$ cat src/design/i2crs_pkg.sv
`timescale 1ns / 1ps
// ----------------------------------------------------------------------------
// i2crs_pkg
// Shared types and codes for the I2C register read sequencer.
// ----------------------------------------------------------------------------
package i2crs_pkg;

    localparam logic KIND_START = 1'b0;
    localparam logic KIND_EVENT = 1'b1;

    localparam logic RW_WRITE = 1'b0;
    localparam logic RW_READ  = 1'b1;

    localparam int unsigned ADDR_W = 7;
    localparam int unsigned BYTE_W = 8;

    // transmit phase, one-hot
    typedef enum logic [3:0] {
        PH_SLAVE_WR = 4'b0001,
        PH_REG_ADDR = 4'b0010,
        PH_RESTART  = 4'b0100,
        PH_RECEIVE  = 4'b1000
    } phase_t;

    typedef struct packed {
        logic              kind;
        logic [BYTE_W-1:0] register_address;
        logic [BYTE_W-1:0] byte_count;
        logic              bus_busy;
        logic              ack_received;
        logic [BYTE_W-1:0] rx_data;
    } req_item_t;

    typedef struct packed {
        logic              tx_write;
        logic [BYTE_W-1:0] tx_byte;
        logic              master_start;
        logic              repeated_start;
        logic              enter_receive;
        logic              dummy_read;
        logic              send_nack;
        logic              stop_bus;
        logic              store_valid;
        logic [BYTE_W-1:0] store_index;
        logic [BYTE_W-1:0] store_byte;
        logic              done_res;
    } res_item_t;

endpackage

$ cat src/design/i2crs_channels.sv
`timescale 1ns / 1ps
// ----------------------------------------------------------------------------
// i2crs channels
// Valid/ready channel interfaces for requests, results and configuration.
// ----------------------------------------------------------------------------
interface i2crs_req_if;
    import i2crs_pkg::*;
    logic      valid;
    logic      ready;
    req_item_t data;
    modport source (output valid, output data, input ready);
    modport sink   (input valid, input data, output ready);
endinterface

interface i2crs_res_if;
    import i2crs_pkg::*;
    logic      valid;
    logic      ready;
    res_item_t data;
    modport source (output valid, output data, input ready);
    modport sink   (input valid, input data, output ready);
endinterface

interface i2crs_cfg_if;
    import i2crs_pkg::*;
    logic              valid;
    logic              ready;
    logic [ADDR_W-1:0] data;
    modport source (output valid, output data, input ready);
    modport sink   (input valid, input data, output ready);
endinterface

$ cat src/design/i2crs_sequencer.sv
`timescale 1ns / 1ps
// ----------------------------------------------------------------------------
// i2crs_sequencer
// Sequencer state and the single-pass result logic for one transaction.
// ----------------------------------------------------------------------------
module i2crs_sequencer (
    input  logic                             clk,
    input  logic                             rst_n,
    input  logic                             fire,
    input  i2crs_pkg::req_item_t             item,
    input  logic [i2crs_pkg::ADDR_W-1:0]     slave_address,
    output i2crs_pkg::res_item_t             result
);
    import i2crs_pkg::*;

    logic              active_reg,   active_next;
    logic              transmit_reg, transmit_next;
    phase_t            phase_reg,    phase_next;
    logic [BYTE_W-1:0] count_reg,    count_next;
    logic [BYTE_W-1:0] wanted_reg,   wanted_next;
    logic [BYTE_W-1:0] held_reg,     held_next;

    logic [BYTE_W:0]   count_p1;
    logic [BYTE_W:0]   count_p2;

    assign count_p1 = {1'b0, count_reg} + (BYTE_W+1)'(1);
    assign count_p2 = {1'b0, count_reg} + (BYTE_W+1)'(2);

    always_comb
    begin
        active_next   = active_reg;
        transmit_next = transmit_reg;
        phase_next    = phase_reg;
        count_next    = count_reg;
        wanted_next   = wanted_reg;
        held_next     = held_reg;
        result        = '0;

        if (item.kind == KIND_START)
        begin
            if (item.byte_count != '0)
            begin
                active_next         = 1'b1;
                transmit_next       = 1'b1;
                phase_next          = PH_SLAVE_WR;
                count_next          = '0;
                wanted_next         = item.byte_count;
                held_next           = item.register_address;
                result.master_start = 1'b1;
                result.tx_write     = 1'b1;
                result.tx_byte      = {slave_address, RW_WRITE};
            end
        end
        else if (active_reg && item.bus_busy)
        begin
            if (transmit_reg)
            begin
                if (!item.ack_received)
                begin
                    result.stop_bus = 1'b1;
                    active_next     = 1'b0;
                    transmit_next   = 1'b0;
                    phase_next      = PH_SLAVE_WR;
                    count_next      = '0;
                end
                else
                begin
                    unique case (phase_reg)
                        PH_SLAVE_WR:
                        begin
                            phase_next      = PH_REG_ADDR;
                            result.tx_write = 1'b1;
                            result.tx_byte  = held_reg;
                        end
                        PH_REG_ADDR:
                        begin
                            phase_next            = PH_RESTART;
                            result.repeated_start = 1'b1;
                            result.tx_write       = 1'b1;
                            result.tx_byte        = {slave_address, RW_READ};
                        end
                        PH_RESTART:
                        begin
                            phase_next           = PH_RECEIVE;
                            transmit_next        = 1'b0;
                            result.enter_receive = 1'b1;
                            result.dummy_read    = 1'b1;
                        end
                        PH_RECEIVE: ;   // unreachable while transmitting
                        default: ;
                    endcase
                end
            end
            else if (count_reg < wanted_reg)
            begin
                result.store_valid = 1'b1;
                result.store_index = count_reg;
                result.store_byte  = item.rx_data;
                if (count_p1 == {1'b0, wanted_reg})
                begin
                    // last byte
                    result.stop_bus = 1'b1;
                    result.done_res = 1'b1;
                    active_next     = 1'b0;
                    transmit_next   = 1'b0;
                    phase_next      = PH_SLAVE_WR;
                    count_next      = '0;
                end
                else
                begin
                    result.send_nack = (count_p2 == {1'b0, wanted_reg});
                    count_next       = count_p1[BYTE_W-1:0];
                end
            end
        end
    end

    always_ff @(posedge clk or negedge rst_n)
    begin
        if (!rst_n)
        begin
            active_reg   <= 1'b0;
            transmit_reg <= 1'b0;
            phase_reg    <= PH_SLAVE_WR;
            count_reg    <= '0;
            wanted_reg   <= '0;
            held_reg     <= '0;
        end
        else if (fire)
        begin
            active_reg   <= active_next;
            transmit_reg <= transmit_next;
            phase_reg    <= phase_next;
            count_reg    <= count_next;
            wanted_reg   <= wanted_next;
            held_reg     <= held_next;
        end
    end

    a_idle_clean: assert property (@(posedge clk) disable iff (!rst_n)
        !active_reg |-> (count_reg == '0 && phase_reg == PH_SLAVE_WR))
        else $error("idle sequencer holds stale counter or phase");

    a_done_idles: assert property (@(posedge clk) disable iff (!rst_n)
        (fire && result.done_res) |=> !active_reg)
        else $error("sequencer still active after done");

    a_start_arms: assert property (@(posedge clk) disable iff (!rst_n)
        (fire && item.kind == KIND_START && item.byte_count != '0)
        |=> (active_reg && transmit_reg && count_reg == '0))
        else $error("start request did not arm the sequencer");

    a_rx_no_tx: assert property (@(posedge clk) disable iff (!rst_n)
        (active_reg && !transmit_reg) |-> phase_reg == PH_RECEIVE)
        else $error("receive mode outside the receive phase");

endmodule

$ cat src/design/i2crs_result_buffer.sv
`timescale 1ns / 1ps
// ----------------------------------------------------------------------------
// i2crs_result_buffer
// Result register with one skid entry toward the result channel.
// ----------------------------------------------------------------------------
module i2crs_result_buffer (
    input  logic                  clk,
    input  logic                  rst_n,
    input  logic                  push,
    input  i2crs_pkg::res_item_t  push_data,
    output logic                  room,
    i2crs_res_if.source           res
);
    import i2crs_pkg::*;

    logic      out_valid_reg,  out_valid_next;
    res_item_t out_reg,        out_next;
    logic      skid_valid_reg, skid_valid_next;
    res_item_t skid_reg,       skid_next;
    logic      pop;

    assign pop       = out_valid_reg && res.ready;
    assign room      = !skid_valid_reg;
    assign res.valid = out_valid_reg;
    assign res.data  = out_reg;

    always_comb
    begin
        out_valid_next  = out_valid_reg;
        out_next        = out_reg;
        skid_valid_next = skid_valid_reg;
        skid_next       = skid_reg;
        if (pop && skid_valid_reg)
        begin
            out_next        = skid_reg;
            skid_valid_next = 1'b0;
        end
        else if (pop || !out_valid_reg)
        begin
            out_valid_next = push;
            out_next       = push_data;
        end
        else if (push)
        begin
            skid_valid_next = 1'b1;
            skid_next       = push_data;
        end
    end

    always_ff @(posedge clk or negedge rst_n)
    begin
        if (!rst_n)
        begin
            out_valid_reg  <= 1'b0;
            skid_valid_reg <= 1'b0;
        end
        else
        begin
            out_valid_reg  <= out_valid_next;
            skid_valid_reg <= skid_valid_next;
        end
    end

    always_ff @(posedge clk)
    begin
        out_reg  <= out_next;
        skid_reg <= skid_next;
    end

    a_skid_needs_out: assert property (@(posedge clk) disable iff (!rst_n)
        skid_valid_reg |-> out_valid_reg)
        else $error("skid entry held without a head entry");

    a_no_push_full: assert property (@(posedge clk) disable iff (!rst_n)
        push |-> !skid_valid_reg)
        else $error("result pushed into a full buffer");

    a_skid_moves: assert property (@(posedge clk) disable iff (!rst_n)
        (pop && skid_valid_reg) |=> (out_valid_reg && out_reg == $past(skid_reg)))
        else $error("skid entry lost on pop");

endmodule

$ cat src/design/i2crs_input_stage.sv
`timescale 1ns / 1ps
// ----------------------------------------------------------------------------
// i2crs_input_stage
// Request input register; hands one transaction per cycle to the sequencer while the result buffer has room.
// ----------------------------------------------------------------------------
module i2crs_input_stage (
    input  logic                  clk,
    input  logic                  rst_n,
    i2crs_req_if.sink             req,
    input  logic                  room,
    output logic                  fire,
    output i2crs_pkg::req_item_t  item
);
    import i2crs_pkg::*;

    logic      valid_reg;
    req_item_t item_reg;

    assign fire      = valid_reg && room;
    assign req.ready = !valid_reg || room;
    assign item      = item_reg;

    always_ff @(posedge clk or negedge rst_n)
    begin
        if (!rst_n)
            valid_reg <= 1'b0;
        else if (req.ready)
            valid_reg <= req.valid;
    end

    always_ff @(posedge clk)
    begin
        if (req.ready && req.valid)
            item_reg <= req.data;
    end

    a_hold_stalled: assert property (@(posedge clk) disable iff (!rst_n)
        (valid_reg && !room) |=> (valid_reg && $stable(item_reg)))
        else $error("stalled request dropped or changed");

endmodule

$ cat src/design/i2crs_top.sv
`timescale 1ns / 1ps
// ----------------------------------------------------------------------------
// i2c_register_read_sequencer_core
// Event-driven I2C master register read with repeated start.
//
//   channel | dir | payload              | handshake
//   --------+-----+----------------------+---------------------------
//   req     | in  | req_item_t (6 flds)  | valid & ready
//   res     | out | res_item_t (12 flds) | valid & ready
//   cfg     | in  | slave_address[6:0]   | valid & ready, always ready
//
// One transaction per cycle sustained while the result channel keeps up; each
// request gives exactly one result (input register, then result register).
// The sequencer state updates as the request leaves the input register.
// Reset (rst_n low, async) returns to idle with slave_address 0.
// A stalled result channel fills the one-entry skid; req.ready drops only
// once the skid is occupied and the input register holds a request.
// ----------------------------------------------------------------------------
module i2c_register_read_sequencer_core (
    input  logic        clk,
    input  logic        rst_n,
    i2crs_req_if.sink   req,
    i2crs_res_if.source res,
    i2crs_cfg_if.sink   cfg
);
    import i2crs_pkg::*;

    logic [ADDR_W-1:0] slave_address_reg;
    logic              room;
    logic              fire;
    req_item_t         item;
    res_item_t         result;

    // Config writes must arrive only while idle; the user is bound, the block does not enforce it (no interlock here).
    assign cfg.ready = 1'b1;

    always_ff @(posedge clk or negedge rst_n)
    begin
        if (!rst_n)
            slave_address_reg <= '0;
        else if (cfg.valid)
            slave_address_reg <= cfg.data;
    end

    i2crs_input_stage u_input (
        .clk   (clk),
        .rst_n (rst_n),
        .req   (req),
        .room  (room),
        .fire  (fire),
        .item  (item)
    );

    // decode of the held request against the sequencer state
    i2crs_sequencer u_seq (
        .clk           (clk),
        .rst_n         (rst_n),
        .fire          (fire),
        .item          (item),
        .slave_address (slave_address_reg),
        .result        (result)
    );

    // result register plus skid toward the consumer
    i2crs_result_buffer u_res (
        .clk       (clk),
        .rst_n     (rst_n),
        .push      (fire),
        .push_data (result),
        .room      (room),
        .res       (res)
    );

endmodule

$ cat src/flat_wrapper.sv
// flat-port wrapper written by rule: the top's interface ports become plain ports
module i2c_register_read_sequencer_core_flat import i2crs_pkg::*;
  (clk, rst_n, req_valid, req_data, req_ready, res_valid, res_data, res_ready, cfg_valid, cfg_data, cfg_ready);
  i2crs_req_if req_i ();
  i2crs_res_if res_i ();
  i2crs_cfg_if cfg_i ();
  input  logic clk;
  input  logic rst_n;
  input wire logic [$bits(req_i.valid)-1:0] req_valid;
  input wire logic [$bits(req_i.data)-1:0] req_data;
  output wire logic [$bits(req_i.ready)-1:0] req_ready;
  output wire logic [$bits(res_i.valid)-1:0] res_valid;
  output wire logic [$bits(res_i.data)-1:0] res_data;
  input wire logic [$bits(res_i.ready)-1:0] res_ready;
  input wire logic [$bits(cfg_i.valid)-1:0] cfg_valid;
  input wire logic [$bits(cfg_i.data)-1:0] cfg_data;
  output wire logic [$bits(cfg_i.ready)-1:0] cfg_ready;
  assign req_i.valid = req_valid;
  assign req_i.data = req_data;
  assign req_ready = req_i.ready;
  assign res_valid = res_i.valid;
  assign res_data = res_i.data;
  assign res_i.ready = res_ready;
  assign cfg_i.valid = cfg_valid;
  assign cfg_i.data = cfg_data;
  assign cfg_ready = cfg_i.ready;
  i2c_register_read_sequencer_core u_core (.clk(clk), .rst_n(rst_n), .req(req_i), .res(res_i), .cfg(cfg_i));
endmodule
$ cat config.mk
export PLATFORM = sky130hd
export DESIGN_NAME = i2c_register_read_sequencer_core_flat
export DESIGN_NICKNAME = d
export VERILOG_FILES = /design/src/design/i2crs_pkg.sv /design/src/design/i2crs_channels.sv /design/src/design/i2crs_sequencer.sv /design/src/design/i2crs_result_buffer.sv /design/src/design/i2crs_input_stage.sv /design/src/design/i2crs_top.sv /design/src/flat_wrapper.sv
export SDC_FILE = /design/constraint.sdc
export NUM_CORES = 1
export LEC_CHECK = 0
export ABC_AREA = 1
export BUFFER_PORTS_ARGS = -buffer_cell sky130_fd_sc_hd__buf_2
export CAP_MARGIN = 10
export CELL_PAD_IN_SITES_DETAIL_PLACEMENT = 1
export CELL_PAD_IN_SITES_GLOBAL_PLACEMENT = 1
export CORE_UTILIZATION = 40
export DETAILED_ROUTE_END_ITERATION = 8
export MAX_ROUTING_LAYER = met4
export PLACE_DENSITY_LB_ADDON = 0.1
export SLEW_MARGIN = 20
export SYNTH_ARGS = -nofsm -noshare
export SYNTH_HDL_FRONTEND = slang
export SYNTH_SLANG_ARGS = --single-unit
$ cat constraint.sdc
create_clock -name clk -period 8.5 [get_ports clk]
set_clock_uncertainty 0.1 [all_clocks]
set_input_delay 1.7 -clock clk [delete_from_list [all_inputs] [get_ports clk]]
set_output_delay 1.7 -clock clk [all_outputs]
set_load 0.1 [all_outputs]
==> results of run 1 <==
power by group:
part	internal, mW	switching (mW)
Sequential	0.887	0.0805
Clock	0.481	0.277
Combinational	0.169	0.772
per-layer routing:
metal  wire length [µm]  up-vias
li1                   -     2018
met1               6100     1925
met2               5960       83
met3                539       11
met4                130        0
met5                  0        -
layout make-up:
type | count | area share, %
clock inverter | 11 | 1.77
sequential | 131 | 53.8
clock buffer | 21 | 7.25
inverter | 65 | 3.52
tap | 180 | 3.25
multi-input combinational | 357 | 24.7
timing repair buffer | 77 | 5.70
metrics by stage:
stage	util, %	hold WS (ns)	power [mW]	std cells	area (µm²)
after global placement	45.3	0.357	1.90	810	6310
final	49.8	0.378	2.67	842	6940
after floorplan	-	0.342	1.73	567	5750
after detailed placement	45.3	0.365	1.93	810	6310
after global routing	49.8	0.391	2.80	842	6940
after CTS	49.8	0.382	2.70	842	6940
kinds of logic after synthesis:
kind of cell | after synthesis
AO/OA/AOI/OAI | 50
XOR/XNOR | 9
adder cells (fa/ha/maj) | 10
buffers and inverters | 79
flip-flops | 131
multiplexers | 8
other | 1
AND/OR/NAND/NOR | 279
critical path, cell delays in order:
cell     delay, ns
buf_2         0.08
inv_1         0.05
nor3_2        0.17
buf_4         0.36
inv_1         0.54
nor2_1        0.24
a21oi_1       0.06
final timing paths:
check	to	slack, ns	cells past startpoint
min in group asynchronous	u_core.u_seq.wanted_reg[7]	1.34	1
hold reg to reg	u_core.u_seq.active_reg	0.38	2
setup / recovery	u_core.u_res.res.data[19]	5.32	7
hold / removal	u_core.u_seq.active_reg	0.38	2
max in group asynchronous	u_core.u_input.valid_reg	6.36	1
setup reg to reg	u_core.u_res.res.data[12]	5.86	9
placed cells by master, fill, tap and decap left out, types with 2 or more instances in the layout:
master / netlist / routed
clkinvlp_4: 0 / 4
xnor2_1: 2 / 2
clkbuf_16: 0 / 19
nand2_1: 177 / 177
nand2_2: 4 / 4
nor2_2: 4 / 5
edfxtp_1: 91 / 91
dfrtp_1: 39 / 39
a21oi_1: 14 / 13
nor4_1: 2 / 2
nand3_2: 2 / 2
nor2_1: 58 / 57
mux2_2: 8 / 8
nand4_1: 7 / 7
clkbuf_8: 0 / 2
nand3_1: 21 / 21
clkinv_4: 0 / 2
ha_1: 10 / 10
o21ai_0: 26 / 26
a21oi_2: 1 / 2
buf_2: 1 / 73
buf_4: 2 / 4
clkinv_2: 0 / 3
o21ai_1: 5 / 5
or2_2: 2 / 2
bufinv_16: 0 / 2
xor2_1: 7 / 7
inv_2: 2 / 2
inv_1: 63 / 63
==> results.toml, run 1 <==
[synthesis]
synthAdderAreaFrac_pct = 2.18
ys_seq_elements = 131
synthXorXnorAreaFrac_pct = 1.37
synth.most_common_cell = "nand2_1"
async_reset_ff_share_pct = 30.5
ys_warn_count = 0
synth-compound-area-share_pct = 4.57
synth_top_family_by_area = "simple AND/OR/NAND/NOR gates"
ys_top_cells_by_count = "nand2_1 (177), edfxtp_1 (91), inv_1 (63)"
yosysTopAreaCell = "edfxtp_1"
muxShareOfSynthArea_pct = 1.57
syn_inst = 567
synth_top_area_share_pct = 47.5
ys_types = 33
syn_nets = 616
yosysSeqAreaShare_pct = 64.9
syn_area_um2 = 5750
synth_ff_type = "edfxtp_1"
synth_edf_count = 91
synthTopCellsByArea = "edfxtp_1 (48%), dfrtp_1 (17%), nand2_1 (12%), inv_1 (4.1%), nor2_1 (3.8%)"
syn_area_per_cell_um2 = 10.1
synthSimpleGateAreaFrac_pct = 19.9

[die]
fp.dieW_um = 122
fp.dieArea_um2 = 14900
die_h_um = 122
num_io_pins = 75
core_area_um2 = 13900
rows = 43
initial_core_util_pct = 41.3

[sta]
setup_viol = 0
period_minus_slack_ns = 3.18
setup-tns-final_ns = 0
relSlewSlack_pct = 32.0
slew_violations = 0
max_freq_mhz = 314
tightest_slew_ns = 1.02
timing.final.ws_setup_ns = 5.32
rsz0062_at_grt = "no"
hold_violations = 0
finalCritPeriodShare_pct = 37.4

[global_routing]
grt_pass1_vias = 4147
met3_usage_pct = 5.43
grt_use_total_pct = 19.4
antenna_found_initial = 0
grt_first_pass_wirelength_mm = 20.8
grt_max_degree = 41
grtUsageMet2_pct = 29.7
busiest_layer = "met2"
gr-total-overflow = 0
met1_usage_pct = 25.1

[drt]
antenna_left = 0
drt-initial-drc-count = 243
wl_mm = 12.7
vias = 4037
wire_per_inst_um = 15.1
viasPerCell = 4.79
dr.pass1.iters = 6
drc = 0

[cells_and_area]
drive_gt1_share_pct = 20.7
synthToLayoutAreaGrowth_pct = 20.7
layout.nets = 698
layout.area.seq_um2 = 3730
final.fill_count = 1576
multi_input_area_um2 = 1710
diodes = 0

[worst_setup_path]
rr_startpoint = "u_core.u_seq.wanted_reg[7]"
crit_arrival_ns = 3.21
required_ns = 8.53
criticalPathCategory = "input pin to register"
start_kind = "input pin"
critPathLaunch = "res_ready"
end_kind = "register"
path_max_fanout = 35

[worst_hold_path]
holdCritPathClass = "register to register"
min_from = "u_core.u_seq.active_reg"

[cts]
clk_path_buf_depth = 2
clkTransAtPathRegs_ns = 0.06
cts.repair.resized = 0
cts_sinks = 131
cts_buffers = 17
cts-hold-fix-buffers = 0
root_buffer = "clkbuf_16"
post-cts-setup-buffer-count = 0
clk_latency_ns = 0.41
cts_tree = "yes"
cts_max_level = 4

[placed_design]
io_buffers = 73
hpwl_mm = 8.89
place_ws_ns = 4.85
gp_congestion = 0.809

[pwr]
p_per_area_nw_per_um2 = 384
peakVddDrop_mv = 0.183
power_leakage_nw = 3.16

[outcome]
status = "complete, no violations"

[job]
cap_violations = 0
(Power assumes the default switching activity.)
==> run 2: changes to the inputs <==
clock period = 2.6 ns   (was 8.5 ns; I/O delays follow)
==> results.toml, run 2 (synthesis gave the netlist of run 1 again) <==
[worst_setup_path]
cp_common_cell = "nand2_1"
end_kind = "register"
worstPathCellList = "ha_1 > nand2_1 > o21ai_1 > nand2_1 > nand2_1 > inv_1 > nand2_2 > buf_4 > nor2_1 > nand2_1 > nand2_1"
required_ns = 2.66
crit_arrival_ns = 2.44
path_max_fanout = 11
critPathMaxStageDelay_ns = 0.49
cp_slowest_cell = "dfrtp_1"
start_kind = "register"
criticalPathCategory = "register to register"

[drt]
vias = 4114
viasPerCell = 4.81
drc = 0
antenna_left = 0
wire_per_inst_um = 15.3
wl_mm = 13.1
drt-initial-drc-count = 269
dr.pass1.iters = 4

[pwr]
power_leakage_nw = 3.22
peakVddDrop_mv = 0.503
p_per_area_nw_per_um2 = 1230

[die]
rows = 43
fp.dieW_um = 122
die_h_um = 122
core_area_um2 = 13900
num_io_pins = 75
initial_core_util_pct = 41.3
fp.dieArea_um2 = 14900

[cts]
cts_buffers = 17
root_buffer = "clkbuf_16"
cts_tree = "yes"
clk_latency_ns = 0.41
clk_path_buf_depth = 2
cts.repair.resized = 0
cts-hold-fix-buffers = 0
post-cts-setup-buffer-count = 0
clkTransAtPathRegs_ns = 0.05
cts_max_level = 4
cts_sinks = 131

[global_routing]
met1_usage_pct = 26.1
met3_usage_pct = 4.35
grt_pass1_vias = 4226
busiest_layer = "met2"
grt_max_degree = 35
grtUsageMet2_pct = 29.3
gr-total-overflow = 0
grt_first_pass_wirelength_mm = 21.2
antenna_found_initial = 0
grt_use_total_pct = 19.6

[sta]
setup-tns-final_ns = 0
tightest_slew_ns = 0.606
timing.final.ws_setup_ns = 0.225
slew_violations = 0
hold_violations = 0
timing.hold.ws_ns = 0.0167
rsz0062_at_grt = "no"
max_freq_mhz = 421
finalCritPeriodShare_pct = 91.3
relSlewSlack_pct = 59.6
period_minus_slack_ns = 2.37
setup_viol = 0

[cells_and_area]
layout.nets = 712
utilization_pct = 50.5
synthToLayoutAreaGrowth_pct = 22.4
diodes = 0
instances_no_fill = 856
layout_commonest_cell = "nand2_1"
layout_common_cells = "nand2_1 (175), edfxtp_1 (91), buf_2 (73)"
drive_gt1_share_pct = 22.6

[placed_design]
place_ws_ns = 0.0928
gp_congestion = 0.912
hpwl_mm = 9.69
placedCellCount = 824
io_buffers = 73

[worst_hold_path]
holdCritPathClass = "input pin to asynchronous set/reset pin"

[outcome]
status = "complete, no violations"

[job]
cap_violations = 0
-- run 2: metrics by stage --
step,instance area (µm²),total power [mW]
after floorplan,5760,5.68
after global placement,6450,6.37
after detailed placement,6450,6.44
after CTS,7030,8.75
after global routing,7040,9.09
final,7040,8.65
-- run 2: path summary, 6_finish.rpt --
path | slack (ns) | from | endpoint | depth (start not counted)
setup / recovery | 0.23 | u_core.u_seq.count_reg[3] | u_core.u_res.res.data[11] | 11
hold / removal | 0.02 | rst_n | u_core.u_seq.wanted_reg[1] | 1
setup reg to reg | 0.23 | u_core.u_seq.count_reg[3] | u_core.u_res.res.data[11] | 11
hold reg to reg | 0.37 | u_core.u_seq.active_reg | u_core.u_seq.active_reg | 2
max in group asynchronous | 1.79 | rst_n | u_core.u_seq.phase_reg[0] | 2
min in group clk | 0.18 | req_data[22] | u_core.u_input.item[22] | 1
-- run 2: metal layers --
layer,up-vias,part of all wire (%)
met5,-,0
met4,0,1.4
met3,15,3.6
met2,92,46
met1,1966,49
li1,2041,-
-- run 2: layout make-up --
type | instances | area (µm²)
Inverter | 65 | 244
Timing Repair Buffer | 91 | 526
Multi-Input combinational cell | 357 | 1720
Tap cell | 180 | 225
Fill cell | 1543 | 6900
Sequential cell | 131 | 3740
Clock inverter | 7 | 43.8
Clock buffer | 25 | 538
-- run 2: report_power, final --
group          total, mW  switching [mW]  internal [mW]
Clock               2.29           0.858           1.43
Sequential          3.14           0.244           2.90
Combinational       3.22            2.57          0.645
-- run 2: worst max-delay path, delay by kind of cell (launching register included) --
kind / cells / cell delay, ns
compound gates: 1 / 0.24
flops: 1 / 0.49
simple gates: 7 / 0.64
fa+ha+maj: 1 / 0.35
buf+inv: 2 / 0.31
